===== src/rtl/ncs_pkg.sv =====
// Shared types and constants for the nearest codeword search block.
`timescale 1ns / 1ps
`default_nettype none

package ncs_pkg;

   // Payload widths
   localparam int VALUE_W = 16;
   localparam int IDX_W   = 8;
   localparam int DIST_W  = 32;
   localparam int CFG_W   = 9;
   localparam int SQ_W    = 32;
   localparam int SUM_W   = 42;

   // Restoring divider: one quotient bit per step over the whole sum
   localparam int DIV_STEPS = SUM_W;
   localparam int DIV_CNT_W = $clog2(DIV_STEPS);

   localparam int MAX_WORDS_DEF = 256;
   localparam int MAX_DIM_DEF   = 256;

   localparam int CSR_IDX_W = 1;

   typedef enum logic [CSR_IDX_W-1:0] {
      CSR_DIM       = 1'b0,
      CSR_NUM_WORDS = 1'b1
   } ncs_csr_type;

   typedef struct packed {
      logic clear_we;    // zero one accumulator during the reset sweep
      logic item_load;   // capture a query beat
      logic cb_write;    // write a codebook element from the request beat
      logic scan_issue;  // read one codeword row entry and its accumulator
      logic div_start;
      logic div_step;
      logic out_load;    // move the result into the output register
   } ncs_cmd_type;

   typedef struct packed {
      logic write_ok;    // request beat is an in-range codebook write
      logic query_ok;    // request beat is a query element below dim
      logic query_last;  // request beat is element dim-1
      logic scan_last;   // current scan word is the last one in use
      logic pipe_busy;   // accumulate pipeline still holds words
   } ncs_stat_type;

endpackage

`default_nettype wire


===== src/rtl/ncs_ctrl.sv =====
// Controller: reset sweep, codeword scan, divide and result handoff sequencing.
`timescale 1ns / 1ps
`default_nettype none

module ncs_ctrl
   import ncs_pkg::*;
#(
   parameter int MAX_WORDS = MAX_WORDS_DEF
) (
   input  logic                          clock,
   input  logic                          reset,
   input  logic                          req_valid,
   output logic                          req_ready,
   output logic                          rsp_valid,
   input  logic                          rsp_ready,
   input  ncs_stat_type                  stat,
   output ncs_cmd_type                   cmd,
   output logic [$clog2(MAX_WORDS)-1:0]  scan_word
);

   localparam int WORD_W = $clog2(MAX_WORDS);

   typedef enum logic [5:0] {
      S_CLEAR  = 6'b000001,
      S_IDLE   = 6'b000010,
      S_SCAN   = 6'b000100,
      S_DRAIN  = 6'b001000,
      S_DIVIDE = 6'b010000,
      S_FINISH = 6'b100000
   } state_type;

   state_type             state_ff, state_in;
   logic [WORD_W-1:0]     word_ff, word_in;
   logic [DIV_CNT_W-1:0]  div_cnt_ff, div_cnt_in;
   logic                  last_ff, last_in;
   logic                  rsp_valid_ff, rsp_valid_in;
   logic                  req_fire;

   assign req_ready = (state_ff == S_IDLE);
   assign req_fire  = req_valid & req_ready;
   assign rsp_valid = rsp_valid_ff;
   assign scan_word = word_ff;

   always_comb begin
      state_in   = state_ff;
      word_in    = word_ff;
      div_cnt_in = div_cnt_ff;
      last_in    = last_ff;
      cmd        = '0;
      unique case (state_ff)
         S_CLEAR: begin
            cmd.clear_we = 1'b1;
            if (word_ff == WORD_W'(MAX_WORDS - 1)) begin
               word_in  = '0;
               state_in = S_IDLE;
            end else begin
               word_in = word_ff + WORD_W'(1);
            end
         end
         S_IDLE: begin
            if (req_fire) begin
               cmd.cb_write = stat.write_ok;
               if (stat.query_ok) begin
                  cmd.item_load = 1'b1;
                  last_in       = stat.query_last;
                  word_in       = '0;
                  state_in      = S_SCAN;
               end
            end
         end
         S_SCAN: begin
            cmd.scan_issue = 1'b1;
            if (stat.scan_last)
               state_in = S_DRAIN;
            else
               word_in = word_ff + WORD_W'(1);
         end
         S_DRAIN: begin
            if (!stat.pipe_busy) begin
               if (last_ff) begin
                  cmd.div_start = 1'b1;
                  div_cnt_in    = '0;
                  state_in      = S_DIVIDE;
               end else begin
                  state_in = S_IDLE;
               end
            end
         end
         S_DIVIDE: begin
            cmd.div_step = 1'b1;
            if (div_cnt_ff == DIV_CNT_W'(DIV_STEPS - 1))
               state_in = S_FINISH;
            else
               div_cnt_in = div_cnt_ff + DIV_CNT_W'(1);
         end
         S_FINISH: begin
            // wait for the output register to free up
            if (!rsp_valid_ff || rsp_ready) begin
               cmd.out_load = 1'b1;
               state_in     = S_IDLE;
            end
         end
         default: state_in = S_IDLE;
      endcase
   end

   always_comb begin
      if (cmd.out_load)
         rsp_valid_in = 1'b1;
      else if (rsp_ready)
         rsp_valid_in = 1'b0;
      else
         rsp_valid_in = rsp_valid_ff;
   end

   always_ff @(posedge clock) begin
      if (reset) begin
         state_ff     <= S_CLEAR;
         word_ff      <= '0;
         div_cnt_ff   <= '0;
         last_ff      <= 1'b0;
         rsp_valid_ff <= 1'b0;
      end else begin
         state_ff     <= state_in;
         word_ff      <= word_in;
         div_cnt_ff   <= div_cnt_in;
         last_ff      <= last_in;
         rsp_valid_ff <= rsp_valid_in;
      end
   end

   // a pending result is never overwritten
   assert property (@(posedge clock) disable iff (reset)
      cmd.out_load |-> (!rsp_valid_ff || rsp_ready))
      else $error("result loaded over an unaccepted beat");

   // codebook port is either written or scanned, never both
   assert property (@(posedge clock) disable iff (reset)
      !(cmd.cb_write && cmd.scan_issue))
      else $error("codebook port conflict");

   // divider sees the final minimum only
   assert property (@(posedge clock) disable iff (reset)
      cmd.div_start |-> !stat.pipe_busy)
      else $error("divide started with words in flight");

   // a new beat only enters after the accumulate pipeline has drained
   assert property (@(posedge clock) disable iff (reset)
      req_fire |-> !stat.pipe_busy)
      else $error("request accepted while pipeline busy");

   // loaded result shows on the port next cycle
   assert property (@(posedge clock) disable iff (reset)
      cmd.out_load |=> rsp_valid_ff)
      else $error("result lost after load");

endmodule

`default_nettype wire


===== config.mk =====
export PLATFORM = sky130hd
export DESIGN_NAME = ncs_ctrl
export DESIGN_NICKNAME = d
export VERILOG_FILES = /design/src/rtl/ncs_pkg.sv /design/src/rtl/ncs_ctrl.sv
export SDC_FILE = /design/constraint.sdc
export NUM_CORES = 1
export LEC_CHECK = 0
export ABC_AREA = 0
export BUFFER_PORTS_ARGS = -buffer_cell sky130_fd_sc_hd__buf_2
export CORE_MARGIN = 4
export CORE_UTILIZATION = 50
export CTS_BUF_LIST = sky130_fd_sc_hd__clkbuf_2
export CTS_CLUSTER_SIZE = 10
export DETAILED_ROUTE_END_ITERATION = 7
export GPL_TIMING_DRIVEN = 0
export MAX_ROUTING_LAYER = met4
export PLACE_DENSITY = 0.78
export REMOVE_ABC_BUFFERS = 1
export SETUP_SLACK_MARGIN = 0.5
export SKIP_LAST_GASP = 1
export SLEW_MARGIN = 40
export SYNTH_ARGS = -nofsm -noshare
export SYNTH_HDL_FRONTEND = slang
export SYNTH_SLANG_ARGS = --single-unit

===== constraint.sdc =====
create_clock -name clock -period 2.36 [get_ports clock]
set_input_delay 0.59 -clock clock [delete_from_list [all_inputs] [get_ports clock]]
set_output_delay 0.59 -clock clock [all_outputs]
set_load 0.03 [all_outputs]

==> results.ini <==
[status]
status = complete, no violations

[pwr]
combPwrFrac_pct = 34.3
p_clk_share_pct = 26.1
p_per_area_mw_per_mm2 = 543.0
power_frac_seq_pct = 39.5
ir_drop_mv = 0.6160
p_leak_nw = 0.8524
switching_share_pct = 31.94
internal_power_uw = 721.4
switchingPower_uw = 338.5

[clocking]
cts_sinks = 22
cts_hold_buffers = 0
clkTransAtPathRegs_ns = 0.24
tritoncts = built
h-tree-depth = 1
numCtsBuffers = 3
cts_buffer_depth = 2
ctsRootBufferMaster = clkbuf_2
clock_latency_ns = 0.35

[job]
cap_viol_max_count = 0

[place]
placed_area_mm2 = 0.001321
port_buffers = 25
dp_hpwl_um = 2016
pre_cts_ws_ns = 0.1450
place_congestion = 0.8322
dp.cells = 193

[die]
initial_core_util_pct = 52.66
io_pins = 26
fp.dieH_um = 56.50
die-area_mm2 = 0.003192
num_rows = 17
core_mm2 = 0.002233
die_x_um = 56.50

[route]
totalWireLength_um = 4304
drc_errors = 0
vias = 1386
wl_met3_um = 256
met1_length_um = 1764
drtIter0Drc = 89
met2_length_um = 2186
drt_first_pass_iters = 4
drtAntennaViolNets = 0
via_per_inst = 5.873
wire_per_inst_um = 18.24
highest_layer = met4

[global_route]
grt_max_degree = 20
globalRouteOverflowTotal = 0
grt_pass1_vias = 1279
grt_usage_pct = 23.84
antenna_found_initial = 0
grt_pass1_wl_um = 5892

[sta]
period_share_pct = 99.71
setup_violations = 0
max_slew_margin_pct = 67.59
skew_ns = 0.01145
rsz0062_at_grt = true
tightest_slew_ns = 0.4829
clock.fmax_mhz = 425.0
final_max_slew_viol_count = 0
hold_viol_final = 0
tns_ns = 0
fin_crit_ns = 2.353
worst_slack_ns = 0.006915

[synth]
synth_area_mm2 = 0.001176
ys_types = 36
ys_seq_elements = 22
syn_inst = 143
synthFlopType = dfxtp_1
yosys_warnings = 0
synth-seq-area-share_pct = 37.45
synth_area_per_cell_um2 = 8.225
synth_enable_flop_cells = 0
synthArstFlopShare_pct = 0

[critical_path]
crit_fanout = 5
startpoint_type = register
cp-end-kind = register
worstSetupPathType = register to register
crit_required_ns = 2.67
crit_arrival_ns = 2.66

[cells_and_area]
layout_commonest_cell = buf_4
area_growth_pct = 65.96
final_cells = 236
drive_above_1_share_pct = 54.33
fin_util_pct = 87.40
final_cell_mix = buf_4, buf_2, nor2_1, buf_6, dfxtp_1
num-nets-final = 221
diodes = 0
final_cell_area_mm2 = 0.001952

[hold_path]
hp-class = input pin to register

## registers in the layout, indices dropped and copies added (netlist names)
name,count
div_cnt_ff,6
scan_word,8
rsp_valid,1
last_ff,1
state_ff,6
## final cells by class
cell class / count / area (µm²)
Timing Repair Buffer: 64 / 498.0
Fill cell: 116 / 281.5
Clock buffer: 3 / 15.01
Clock inverter: 1 / 30.03
Sequential cell: 22 / 462.9
Tap cell: 28 / 35.03
Inverter: 9 / 36.28
Multi-Input combinational cell: 109 / 874.6
## per-stage QoR
stage | hold WS [ns] | total power [mW]
2_1_floorplan | 0.4513 | 0.5448
3_3_place_gp | 0.4776 | 0.5923
3_5_place_dp | 0.5006 | 0.5963
4_1_cts | 0.4518 | 0.9603
5_1_grt | 0.4561 | 1.101
6_report | 0.4724 | 1.060
## kinds of logic after synthesis
kind of cell,after synthesis,synth area share [%]
AOI/OAI and AO/OA,27,15.64
xor gates and xnor gates,4,2.979
adders and majority gates,3,3.192
buffers and inverters,12,4.149
DFF,22,37.45
muxes,2,1.702
and+or+nand+nor,73,34.89
## worst max-delay path, cell delays in order, from the launching register on
cell and delay [ns]:
dfxtp_4 0.43, nor4_4 0.35, nand3b_1 0.22, o21ai_1 0.46
o31a_4 0.22, or4b_1 0.45, a21oi_1 0.17
## synth_stat cells (2+ instances only)
master	count	share of area [%]
nand2_1	14	4.5
nand2b_1	5	2.7
nand4_1	3	1.6
nand3b_1	3	1.9
nor2_1	18	5.7
nor2b_1	3	1.6
nand3_1	10	4.3
nor4_4	2	3.6
a311oi_1	3	2.2
a21oi_1	13	5.5
mux2i_1	2	1.7
inv_1	9	2.9
and3_1	4	2.1
xor2_1	3	2.2
clkbuf_1	2	0.64
o21ai_0	2	0.85
ha_1	3	3.2
dfxtp_1	22	37
or2_2	2	1.1
nor3_1	4	1.7
## path summary, 6_finish.rpt
kind	from	end	slack [ns]	cells after the start
setup / recovery	state_ff[0]	scan_word[6]	0.007	6
hold / removal	stat[2]	last_ff	0.47	3
hold reg to reg	last_ff	last_ff	0.58	2
setup reg to reg	state_ff[0]	scan_word[6]	0.007	6
## layer usage
| layer | global-route usage [%] | up-vias |
|---|---|---|
| met5 | - | - |
| met4 | 8.814 | 0 |
| met3 | 4.598 | 16 |
| met2 | 40.10 | 80 |
| met1 | 27.97 | 653 |
| li1 | - | 637 |
## repair_timing
item | CTS | global route
resized for setup | 52 | 26
buffers inserted | 21 | 18
pin swaps | 13 | 20
setup endpoints to repair | 17 | 24
## power groups by stage
stage	clock [mW]	combinational (mW)	sequential, mW
final	0.277	0.364	0.419
after global routing	0.296	0.382	0.423
after CTS	0.278	0.268	0.415
after detailed placement	0	0.175	0.422
after global placement	0	0.172	0.420
after floorplan	0	0.100	0.444
Power figures use the tool's default switching activity.
